`src/rtl/iff_pkg.sv`:
```
// Shared types and constants for the integer field formatter.
// No dependencies; used by rtl/integer_field_formatter.sv.
package iff_pkg;

  localparam int unsigned MAX_FIELD = 60;
  localparam int unsigned NUM_DIGS  = 22;   // octal digits of a 64-bit value
  localparam int unsigned BCD_DIGS  = 20;   // decimal digits of a 64-bit value
  localparam int unsigned ARG_W     = 64;

  localparam logic [7:0] CH_SPACE = 8'h20;
  localparam logic [7:0] CH_PLUS  = 8'h2B;
  localparam logic [7:0] CH_MINUS = 8'h2D;
  localparam logic [7:0] CH_ZERO  = 8'h30;
  localparam logic [7:0] CH_UA    = 8'h41;
  localparam logic [7:0] CH_LA    = 8'h61;
  localparam logic [7:0] CH_UX    = 8'h58;
  localparam logic [7:0] CH_LX    = 8'h78;

  localparam logic [1:0] LEN_SHORT = 2'd0;
  localparam logic [1:0] LEN_INT   = 2'd1;
  localparam logic [1:0] RSEL_OCT  = 2'd0;
  localparam logic [1:0] RSEL_DEC  = 2'd1;

  typedef enum logic [2:0] {
    ST_IDLE,
    ST_BCD,
    ST_SCAN,
    ST_SIZE,
    ST_START,
    ST_EMIT
  } state_t;

  typedef enum logic [1:0] {
    RAD_OCT,
    RAD_DEC,
    RAD_HEX
  } rad_t;

  // Field segments in output order.
  typedef enum logic [2:0] {
    SEG_LSP,
    SEG_SIGN,
    SEG_OCT,
    SEG_HEX,
    SEG_ZER,
    SEG_DIG,
    SEG_TSP,
    SEG_NONE
  } seg_t;

  // Lowest set bit of a segment mask, or SEG_NONE.
  function automatic seg_t first_seg(logic [6:0] mask);
    seg_t s;
    s = SEG_NONE;
    for (int i = 6; i >= 0; i--) begin
      if (mask[i]) s = seg_t'(3'(i));
    end
    return s;
  endfunction

endpackage

```
`src/rtl/integer_field_formatter.sv`:
```
// Integer field formatter top level: printf-style integer to ASCII text.
// Depends on rtl/iff_pkg.sv.
//
// Usage: a request on the input channel (in_valid, in_stall) carries one
// integer argument and its conversion settings. The block answers with the
// formatted text field, one ASCII character per transfer on the output
// channel (out_valid, out_stall); run_end marks the field's last character.
// A zero value with no digits, sign, prefix or width gives no characters.
//
// Timing: one request at a time; in_stall stays high from acceptance until
// the last character is taken. Decimal first runs a serial shift-and-add-3
// binary to BCD converter; octal and hex skip it. A leading-zero scan then
// drops the leading zero digits, the sizing states (ST_SIZE, ST_START)
// follow, and the characters go out one per cycle while the receiver does
// not stall, at most 62. No new request is taken until the sequencer has
// returned to idle after the last character.
//
// Reset (rst, synchronous) returns the sequencer to idle and drops any
// field in flight. While the receiver holds out_stall, the current
// character and run_end hold and the sequencer waits.
module integer_field_formatter (
  input  logic        clk,
  input  logic        rst,
  input  logic        in_valid,
  output logic        in_stall,
  input  logic [63:0] arg_bits,
  input  logic        is_signed_conv,
  input  logic [1:0]  length_mode,
  input  logic [1:0]  radix_select,
  input  logic        upper_digits,
  input  logic        align_left,
  input  logic        plus_flag,
  input  logic        space_flag,
  input  logic        alt_flag,
  input  logic        zero_flag,
  input  logic [5:0]  min_field,
  input  logic [5:0]  min_digits,
  output logic        out_valid,
  input  logic        out_stall,
  output logic [7:0]  out_char,
  output logic        run_end
);

  localparam int unsigned DIG_W = 4 * iff_pkg::NUM_DIGS;
  localparam int unsigned BCD_W = 4 * iff_pkg::BCD_DIGS;

  iff_pkg::state_t state, state_next;
  iff_pkg::seg_t   seg;

  // Request settings, held for the whole field.
  logic       neg, upper, left, plus_f, zflag, sign_len, oct_pre, hex_pre;
  logic [5:0] width, prec;

  // Conversion datapath.
  logic [63:0]      mag;
  logic [BCD_W-1:0] bcd;
  logic [DIG_W-1:0] digs;
  logic [5:0]       bit_cnt;
  logic [4:0]       ndig;

  // Emission counters.
  logic [5:0] spaces, zeros, cnt, remain;

  logic in_take, out_take;
  assign in_take  = in_valid && !in_stall;
  assign out_take = out_valid && !out_stall;

  // ---------------------------------------------------------------------
  // Argument cut and magnitude, taken at the request.
  // ---------------------------------------------------------------------
  logic [63:0] cut_val, mag_in;
  logic        neg_in;
  iff_pkg::rad_t rad_in;
  logic [DIG_W-1:0] oct_digs, hex_digs;
  logic [65:0] oct_ext;

  always_comb begin
    case (length_mode)
      iff_pkg::LEN_SHORT:
        cut_val = {{48{is_signed_conv & arg_bits[15]}}, arg_bits[15:0]};
      iff_pkg::LEN_INT:
        cut_val = {{32{is_signed_conv & arg_bits[31]}}, arg_bits[31:0]};
      default: cut_val = arg_bits;
    endcase
    neg_in = is_signed_conv & cut_val[63];
    mag_in = neg_in ? (64'd0 - cut_val) : cut_val;
  end

  always_comb begin
    unique case (radix_select)
      iff_pkg::RSEL_OCT: rad_in = iff_pkg::RAD_OCT;
      iff_pkg::RSEL_DEC: rad_in = iff_pkg::RAD_DEC;
      default:           rad_in = iff_pkg::RAD_HEX;
    endcase
  end

  // Octal and hex digits fall straight out of the bits.
  always_comb begin
    oct_ext  = {2'b00, mag_in};
    hex_digs = DIG_W'(mag_in);
    for (int i = 0; i < iff_pkg::NUM_DIGS; i++) begin
      oct_digs[4*i +: 4] = {1'b0, oct_ext[3*i +: 3]};
    end
  end

  // ---------------------------------------------------------------------
  // BCD step: add 3 to each digit of five or more, then shift.
  // ---------------------------------------------------------------------
  logic [BCD_W-1:0] bcd_adj;
  logic [BCD_W-1:0] bcd_step;
  logic [63:0]      mag_step;

  always_comb begin
    for (int i = 0; i < iff_pkg::BCD_DIGS; i++) begin
      bcd_adj[4*i +: 4] = (bcd[4*i +: 4] >= 4'd5) ? (bcd[4*i +: 4] + 4'd3)
                                                  : bcd[4*i +: 4];
    end
    {bcd_step, mag_step} = {bcd_adj[BCD_W-2:0], mag, 1'b0};
  end

  // ---------------------------------------------------------------------
  // Field sizing: zero fill, padding and total length.
  // ---------------------------------------------------------------------
  logic [5:0] body1, zeros0, body, spaces0;
  logic [6:0] tot;

  always_comb begin
    body1   = {1'b0, ndig} + {5'd0, oct_pre};
    zeros0  = (prec > body1) ? (prec - body1) : 6'd0;
    body    = body1 + {5'd0, sign_len} + {4'd0, hex_pre, 1'b0};
    tot     = {1'b0, body} + {1'b0, zeros0};
    spaces0 = ({1'b0, width} > tot) ? 6'({1'b0, width} - tot) : 6'd0;
  end

  // ---------------------------------------------------------------------
  // Segment lengths and the next non-empty segment.
  // ---------------------------------------------------------------------
  logic [6:0]    nonempty, after_mask;
  iff_pkg::seg_t seg_first, seg_after;
  logic [5:0]    len_first, len_after;

  function automatic logic [5:0] seg_len(iff_pkg::seg_t s, logic lft, logic [5:0] sp,
                                         logic sg, logic op, logic hp,
                                         logic [5:0] zr, logic [4:0] nd);
    logic [5:0] l;
    unique case (s)
      iff_pkg::SEG_LSP:  l = lft ? 6'd0 : sp;
      iff_pkg::SEG_SIGN: l = {5'd0, sg};
      iff_pkg::SEG_OCT:  l = {5'd0, op};
      iff_pkg::SEG_HEX:  l = {4'd0, hp, 1'b0};
      iff_pkg::SEG_ZER:  l = zr;
      iff_pkg::SEG_DIG:  l = {1'b0, nd};
      iff_pkg::SEG_TSP:  l = lft ? sp : 6'd0;
      default:           l = 6'd0;
    endcase
    return l;
  endfunction

  always_comb begin
    for (int i = 0; i < 7; i++) begin
      nonempty[i] = seg_len(iff_pkg::seg_t'(3'(i)), left, spaces, sign_len,
                            oct_pre, hex_pre, zeros, ndig) != 6'd0;
    end
    after_mask = nonempty & ~7'(({1'b0, 7'd1} << (4'({1'b0, seg}) + 4'd1)) - 8'd1);
    seg_first  = iff_pkg::first_seg(nonempty);
    seg_after  = iff_pkg::first_seg(after_mask);
    len_first  = seg_len(seg_first, left, spaces, sign_len, oct_pre, hex_pre,
                         zeros, ndig);
    len_after  = seg_len(seg_after, left, spaces, sign_len, oct_pre, hex_pre,
                         zeros, ndig);
  end

  // ---------------------------------------------------------------------
  // Sequencer.
  // ---------------------------------------------------------------------
  always_ff @(posedge clk) begin
    if (rst) begin
      state <= iff_pkg::ST_IDLE;
    end else begin
      state <= state_next;
    end
  end

  always_comb begin
    state_next = state;
    unique case (state)
      iff_pkg::ST_IDLE: begin
        if (in_take) begin
          state_next = (rad_in == iff_pkg::RAD_DEC) ? iff_pkg::ST_BCD : iff_pkg::ST_SCAN;
        end
      end
      iff_pkg::ST_BCD: begin
        if (bit_cnt == 6'd0) state_next = iff_pkg::ST_SCAN;
      end
      iff_pkg::ST_SCAN: begin
        if (ndig == 5'd0 || digs[DIG_W-1 -: 4] != 4'd0) state_next = iff_pkg::ST_SIZE;
      end
      iff_pkg::ST_SIZE: state_next = iff_pkg::ST_START;
      iff_pkg::ST_START: begin
        state_next = (remain == 6'd0) ? iff_pkg::ST_IDLE : iff_pkg::ST_EMIT;
      end
      iff_pkg::ST_EMIT: begin
        if (out_take && remain == 6'd1) state_next = iff_pkg::ST_IDLE;
      end
      default: state_next = iff_pkg::ST_IDLE;
    endcase
  end

  // Handshake outputs.
  always_comb begin
    in_stall  = (state != iff_pkg::ST_IDLE);
    out_valid = (state == iff_pkg::ST_EMIT);
    run_end   = (remain == 6'd1);
  end

  // Datapath registers.
  always_ff @(posedge clk) begin
    unique case (state)
      iff_pkg::ST_IDLE: begin
        if (in_take) begin
          neg      <= neg_in;
          upper    <= upper_digits;
          left     <= align_left;
          plus_f   <= plus_flag;
          zflag    <= zero_flag;
          width    <= (min_field  > 6'(iff_pkg::MAX_FIELD)) ? 6'(iff_pkg::MAX_FIELD)
                                                            : min_field;
          prec     <= (min_digits > 6'(iff_pkg::MAX_FIELD)) ? 6'(iff_pkg::MAX_FIELD)
                                                            : min_digits;
          sign_len <= (rad_in == iff_pkg::RAD_DEC) & is_signed_conv
                      & (plus_flag | space_flag | neg_in);
          oct_pre  <= (rad_in == iff_pkg::RAD_OCT) & alt_flag;
          hex_pre  <= (rad_in == iff_pkg::RAD_HEX) & alt_flag & (mag_in != 64'd0);
          mag      <= mag_in;
          bcd      <= '0;
          bit_cnt  <= 6'd63;
          ndig     <= 5'(iff_pkg::NUM_DIGS);
          digs     <= (rad_in == iff_pkg::RAD_OCT) ? oct_digs : hex_digs;
        end
      end
      iff_pkg::ST_BCD: begin
        mag     <= mag_step;
        bcd     <= bcd_step;
        bit_cnt <= bit_cnt - 6'd1;
        if (bit_cnt == 6'd0) begin
          digs <= {8'd0, bcd_step};
        end
      end
      iff_pkg::ST_SCAN: begin
        // Drop leading zero digits, one per cycle.
        if (ndig != 5'd0 && digs[DIG_W-1 -: 4] == 4'd0) begin
          digs <= {digs[DIG_W-5:0], 4'd0};
          ndig <= ndig - 5'd1;
        end
      end
      iff_pkg::ST_SIZE: begin
        remain <= 6'(tot + {1'b0, spaces0});
        if (zflag && !left) begin
          zeros  <= zeros0 + spaces0;
          spaces <= 6'd0;
        end else begin
          zeros  <= zeros0;
          spaces <= spaces0;
        end
      end
      iff_pkg::ST_START: begin
        seg <= seg_first;
        cnt <= len_first;
      end
      iff_pkg::ST_EMIT: begin
        if (out_take) begin
          remain <= remain - 6'd1;
          if (seg == iff_pkg::SEG_DIG) begin
            digs <= {digs[DIG_W-5:0], 4'd0};
          end
          if (cnt == 6'd1) begin
            seg <= seg_after;
            cnt <= len_after;
          end else begin
            cnt <= cnt - 6'd1;
          end
        end
      end
      default: ;
    endcase
  end

  // Character of the current segment position.
  logic [3:0] top_dig;
  assign top_dig = digs[DIG_W-1 -: 4];

  always_comb begin
    unique case (seg)
      iff_pkg::SEG_SIGN: out_char = neg ? iff_pkg::CH_MINUS
                                        : (plus_f ? iff_pkg::CH_PLUS : iff_pkg::CH_SPACE);
      iff_pkg::SEG_OCT:  out_char = iff_pkg::CH_ZERO;
      iff_pkg::SEG_HEX:  out_char = (cnt == 6'd2) ? iff_pkg::CH_ZERO
                                    : (upper ? iff_pkg::CH_UX : iff_pkg::CH_LX);
      iff_pkg::SEG_ZER:  out_char = iff_pkg::CH_ZERO;
      iff_pkg::SEG_DIG: begin
        if (top_dig > 4'd9) begin
          out_char = (upper ? iff_pkg::CH_UA : iff_pkg::CH_LA) + {4'd0, top_dig} - 8'd10;
        end else begin
          out_char = iff_pkg::CH_ZERO + {4'd0, top_dig};
        end
      end
      default:           out_char = iff_pkg::CH_SPACE;
    endcase
  end

  // ---------------------------------------------------------------------
  // Assertions.
  // ---------------------------------------------------------------------
  a_emit_cnt: assert property (@(posedge clk) disable iff (rst)
    (state == iff_pkg::ST_EMIT) |-> (cnt != 6'd0 && remain != 6'd0 && seg != iff_pkg::SEG_NONE))
    else $error("emitting with an empty segment or count");

  a_last_idle: assert property (@(posedge clk) disable iff (rst)
    (out_take && run_end) |=> (state == iff_pkg::ST_IDLE))
    else $error("sequencer did not return to idle after last character");

  a_ndig_range: assert property (@(posedge clk) disable iff (rst)
    (state != iff_pkg::ST_IDLE) |-> (ndig <= 5'(iff_pkg::NUM_DIGS)))
    else $error("digit count out of range");

  a_take_busy: assert property (@(posedge clk) disable iff (rst)
    in_take |=> (state == iff_pkg::ST_BCD || state == iff_pkg::ST_SCAN))
    else $error("request did not start conversion");

  a_dig_nonzero: assert property (@(posedge clk) disable iff (rst)
    (state == iff_pkg::ST_EMIT && seg == iff_pkg::SEG_DIG && cnt == {1'b0, ndig})
      |-> (top_dig != 4'd0))
    else $error("leading digit is zero");

endmodule
```
`config.mk`:
```
export PLATFORM = sky130hd
export DESIGN_NAME = integer_field_formatter
export DESIGN_NICKNAME = d
export VERILOG_FILES = /design/src/rtl/iff_pkg.sv /design/src/rtl/integer_field_formatter.sv
export SDC_FILE = /design/constraint.sdc
export NUM_CORES = 1
export LEC_CHECK = 0
export ABC_CLOCK_PERIOD_IN_PS = 16500
export BUFFER_PORTS_ARGS = -buffer_cell sky130_fd_sc_hd__buf_2
export CAP_MARGIN = 20
export CORE_MARGIN = 2
export CORE_UTILIZATION = 40
export CTS_CLUSTER_DIAMETER = 50
export CTS_CLUSTER_SIZE = 24
export DETAILED_ROUTE_END_ITERATION = 10
export PLACE_DENSITY = 0.54
export SLEW_MARGIN = 25
export SYNTH_ARGS = -nofsm -noshare
export SYNTH_HDL_FRONTEND = slang
export SYNTH_SLANG_ARGS = --single-unit
```
`constraint.sdc`:
```
create_clock -name clk -period 16.5 [get_ports clk]
set_input_delay 2.475 -clock clk [delete_from_list [all_inputs] [get_ports clk]]
set_output_delay 2.475 -clock clk [all_outputs]
set_load 0.005 [all_outputs]
```
# Word-level counts from Yosys, hierarchy flattened
# Index checks and enable logic that the tools add are counted.
# totals
ff_bits,293
inputBits,91
out_inout_bits,11
elab_cells,257
# op_classes
n_addsub,38
order_cmp,25
n_eq_ne,37
shift,1
muxes,82
bitwise_logic,12
n_reduce_logical,41
# op_table
op,count
88-bit two-way mux,5
88-bit one-hot mux with 4 select lines,1
64-bit one-hot mux with 2 select lines,2
80-bit one-hot mux with 2 select lines,1
64-bit two-way mux,2
85-bit two-way mux,1
4-bit two-way mux,21
6-bit one-hot mux with 7 select lines,2
4-bit by 3-bit >= comparator with 1-bit output (second input constant),20
80-bit two-way mux,1
4-bit by 2-bit adder with 4-bit output (second input constant),19
6-bit two-way mux,11
64-bit nonzero test,1
1-bit by 64-bit subtractor with 64-bit output (first input constant),1
3-bit two-way mux,20
6-bit one-hot mux with 2 select lines,3
8-bit one-hot mux with 4 select lines,1
3-bit equality test (second input constant),10
3-bit by 2-bit equality test with 1-bit output (second input constant),8
6-bit nonzero test,4
3-bit one-hot mux with 6 select lines,1
6-bit by 1-bit subtractor with 6-bit output (second input constant),3
6-bit adder,2
3-bit by 1-bit equality test with 1-bit output (second input constant),4
other kinds (52),92

# Depth between registers and ports, before layout
# logic_depth
word_depth,17
mapped_depth,30
ltp_nobuf,30

# Least setup slack after synthesis
# No wires, ideal clock.
# synth_path
path_type,in2reg
from,in in_valid
to,"reg bcd[0], enable pin"
setup_ps,867
t_arrival_ps,12979
t_required_ps,15633
path_slack_ps,2654
path_stages,2
path_buffers,0
cell_sequence,inv_1 > o21ai_0
# synth_via
elab_chain_len,3
# synth_lines
element,line_no,source
start: declaration,integer_field_formatter.sv:24,"input logic in_valid,"
1-bit logical AND,integer_field_formatter.sv:65,assign in_take = in_valid && !in_stall;
2-bit != test (no line),-,
2-bit AND reduction (no line),-,
end signal: assignment,integer_field_formatter.sv:243,bcd <= bcd_step;
end: declaration,integer_field_formatter.sv:56,logic [BCD_W-1:0] bcd;
# Every way passes these cells.
# A chain may end at the register's enable or synchronous reset.

# Worst setup path in the final report
# layout_path
from,reg oct_pre
to,reg remain[5] (data pin)
# layout_via
elab_chain_len,8
elab_cells_between_ends,12
classes_between,add/sub: 7; order compare: 2; mux: 3
# layout_lines
element,line_no,source
start: declaration,integer_field_formatter.sv:51,"logic neg, upper, left, plus_f, zflag, sign_len, oct_pre, hex_pre;"
start signal: assignment,integer_field_formatter.sv:232,oct_pre <= (rad_in == iff_pkg::RAD_OCT) & alt_flag;
5-bit by 1-bit adder with 6-bit output (*),integer_field_formatter.sv:128,"body1 = {1'b0, ndig} + {5'd0, oct_pre};"
"6-bit by 1-bit adder with 6-bit output, or another cell as far along",integer_field_formatter.sv:130,"body = body1 + {5'd0, sign_len} + {4'd0, hex_pre, 1'b0};"
6-bit by 2-bit adder with 6-bit output / 6-bit two-way mux (equally long branches),"integer_field_formatter.sv:130, integer_field_formatter.sv:129",
6-bit by 6-bit adder with 7-bit output (*),integer_field_formatter.sv:131,"tot = {1'b0, body} + {1'b0, zeros0};"
6-bit subtractor / 6-bit by 7-bit > comparator with 1-bit output (equally long branches),integer_field_formatter.sv:132,"spaces0 = ({1'b0, width} > tot) ? 6'({1'b0, width} - tot) : 6'd0;"
6-bit two-way mux (*),integer_field_formatter.sv:132,
via spaces0[1],integer_field_formatter.sv:124,"logic [5:0] body1, zeros0, body, spaces0;"
6-bit adder (*),integer_field_formatter.sv:257,"remain <= 6'(tot + {1'b0, spaces0});"
6-bit one-hot mux with 2 select lines (*),integer_field_formatter.sv:218,unique case (state)
end signal: assignment,integer_field_formatter.sv:257,
end signal: assignment,integer_field_formatter.sv:272,remain <= remain - 6'd1;
end: declaration,integer_field_formatter.sv:62,"logic [5:0] spaces, zeros, cnt, remain;"
# Mark *: on every way through the listed nets, which the timed path passes. The rest lies on a longest branch.

==> impl_metrics.ini <==
[pwr]
peakVddDrop_mv = 0.248
p_switching_mw = 1.88
p_seq_frac = 0.323
switching_share = 0.415
clkPwrFrac = 0.203
pwr-share-comb = 0.475
intPower_mw = 2.64
p_per_area_mw_per_mm2 = 215
cellLeakagePower_nw = 7.81

[clock_tree]
tritoncts = done
clockBufferDepth = 3
cts_resized = 0
cts_setup_buffers = 0
cts_max_level = 2
numCtsBuffers = 39
cts-root-buf = clkbuf_16
clk_pin_slew_worst_paths_ps = 80
clk_latency_ps = 580
hold_buffers = 0
clock-sinks = 293

[placement]
dp_worst_setup_slack_ps = 9430
gp_congestion = 0.909
dp_hpwl_um = 36900
place_inst = 2543
io_buffers = 100

[critical_path]
critPathRequiredTime_ps = 16780
cp_max_fo = 9
path_class = reg -> reg
slowest_stage = edfxtp_1
cp-end-kind = register
max_stage_delay_ps = 500
cp_common_cell = ha_1
worstPathArrival_ps = 7410
r2r_cells = 29
cp-start-kind = register

[sta]
fin_crit_ps = 7130
tns_ps = 0
fin_skew_ps = 40.3
fmax_ghz = 0.140
setup_viol = 0
setup_ws_ps = 9370
hold_viol = 0
period_share = 0.432
maxSlewViolCount = 0
max_slew_margin = 0.320
rsz0062_at_grt = false
worst_slew_pin_slew_ps = 1020

[final_layout]
fin_nets = 2164
area_delta_synth_final_pct = 13.5
final_util = 0.461
final_common_cell = edfxtp_1
fill_cells = 4318
layout_common_cells = 290 x edfxtp_1, 215 x nand2_1, 200 x nor2_1, 180 x a21oi_1, 143 x o21ai_0
fin_cells = 2618
layout-drive-gt1-share = 0.111

[grt]
grt_busiest_layer = met2
globalRouteOverflowTotal = 0
grt_start_max_net_pins = 85
use_met3 = 0.0351
grt_pass1_wl_um = 80700
grt_util_met1 = 0.310
grt_pass1_vias = 14500
met2_usage = 0.337
antenna_found_initial = 1
grt_use_total = 0.215

[routing]
wire_per_inst_um = 19.6
drtIter0Drc = 1271
drt_wl_total_um = 51400
vias = 15000
postRouteAntennaNets = 0
viasPerCell = 5.74
drtPass1Iterations = 5
drc_errors = 0

[hold_path]
whs_path_depth = 2
hold_path_class = reg -> reg

[flow_run]
maxCapViolations = 0

[floorplanning]
fp.dieH_um = 219
core_area_mm2 = 0.0456
start_util = 0.406
die_w_um = 219
die_area_mm2 = 0.0480
ios = 102
rows = 78

[logic_synthesis]
synth-edff-count = 290
ys_async_sr_fraction = 0
syn_area_mm2 = 0.0185
syn_inst = 1925
yosys_warnings = 0
synth_top_flop_cell = edfxtp_1
synth_seq_cells = 293
synth_cell_types = 90
avgSynthCellArea_um2 = 9.62
synth_nets = 2103
ys_seq_area_frac = 0.474

[run_status]
status = finished, final reports clean
==> cell type report <==
class | count | area, µm² | share of cell area
repair buffers | 117 | 648 | 0.0308
clock inverters | 33 | 463 | 0.0220
diodes | 1 | 2.50 | 0.000119
well taps | 600 | 751 | 0.0357
clock buffers | 39 | 976 | 0.0464
inverters | 80 | 300 | 0.0143
multi-input cells | 1455 | 9110 | 0.433
flip-flops and latches | 293 | 8770 | 0.417
==> cell usage after synthesis (24+ instances only) <==
cell type    n  area (µm²)
inv_1       80         300
and2_1      24         150
o221ai_1    26         228
clkbuf_1    82         308
nor3_1      60         300
nand3_1     32         160
nand2_1    217         815
xor2_1      63         552
ha_1        83        1040
o21ai_0    144         721
edfxtp_1   290        8710
nor2_1     204         766
nor4_1      24         150
a21oi_1    180         901
nand2b_1    34         213
xnor2_1     61         534
==> power groups by stage <==
stage	sequential (mW)	clock, mW	combinational [mW]
floorplan	1.50	0	1.62
finish	1.46	0.915	2.15
global placement	1.47	0	2.11
CTS	1.46	0.934	2.14
detailed placement	1.47	0	2.13
global route	1.49	0.962	2.43
==> state kept, by name (all words and copies together), names as in the netlist, 5 cells and up <==
signal,cells
bit_cnt,6
zeros,6
digs,88
prec,6
remain,6
spaces,6
mag,64
bcd,80
width,6
ndig,5
cnt,6
==> metrics by stage <==
stage,total power [mW],hold WS (ps),area [µm²]
2_1_floorplan,3.12,484,18500
3_3_place_gp,3.58,486,19500
3_5_place_dp,3.60,504,19500
4_1_cts,4.54,502,21000
5_1_grt,4.88,531,21000
6_report,4.52,503,21000
==> path summary, 6_finish.rpt <==
kind                                        start                  end  slack, ps
worst max-delay path            oct_pre$_DFFE_PP_  remain[5]$_DFFE_PP_       9370
worst min-delay path            mag[31]$_DFFE_PP_    mag[32]$_DFFE_PP_        500
worst max register to register  oct_pre$_DFFE_PP_  remain[5]$_DFFE_PP_       9370
worst min register to register  mag[31]$_DFFE_PP_    mag[32]$_DFFE_PP_        500
==> cell families (layout without fill, tap and decap cells) <==
kind of cell,Yosys count,after routing,synth area share
AND/OR/NAND/NOR,678,678,0.170
AO/OA/AOI/OAI,551,551,0.190
flip-flops,293,293,0.474
buffers and inverters,177,269,0.0371
XOR/XNOR,127,127,0.0626
adder cells (fa/ha/maj),90,90,0.0621
multiplexers,8,8,0.00439
other,1,2,0.000203
==> metal layers <==
layer	vias up	wire (µm)
met5	-	0
met4	0	1160
met3	77	3160
met2	472	23200
met1	7238	23900
li1	7252	-
==> worst max-delay path, delay by kind of cell, from the launching register on <==
family	cells	cell delay (ps)
compound gates	12	1990
simple gates	5	1200
buf+inv	1	60
flops	1	500
xor+xnor	3	650
fa+ha+maj	8	2470
No activity file was read; power rests on OpenSTA's default activity.
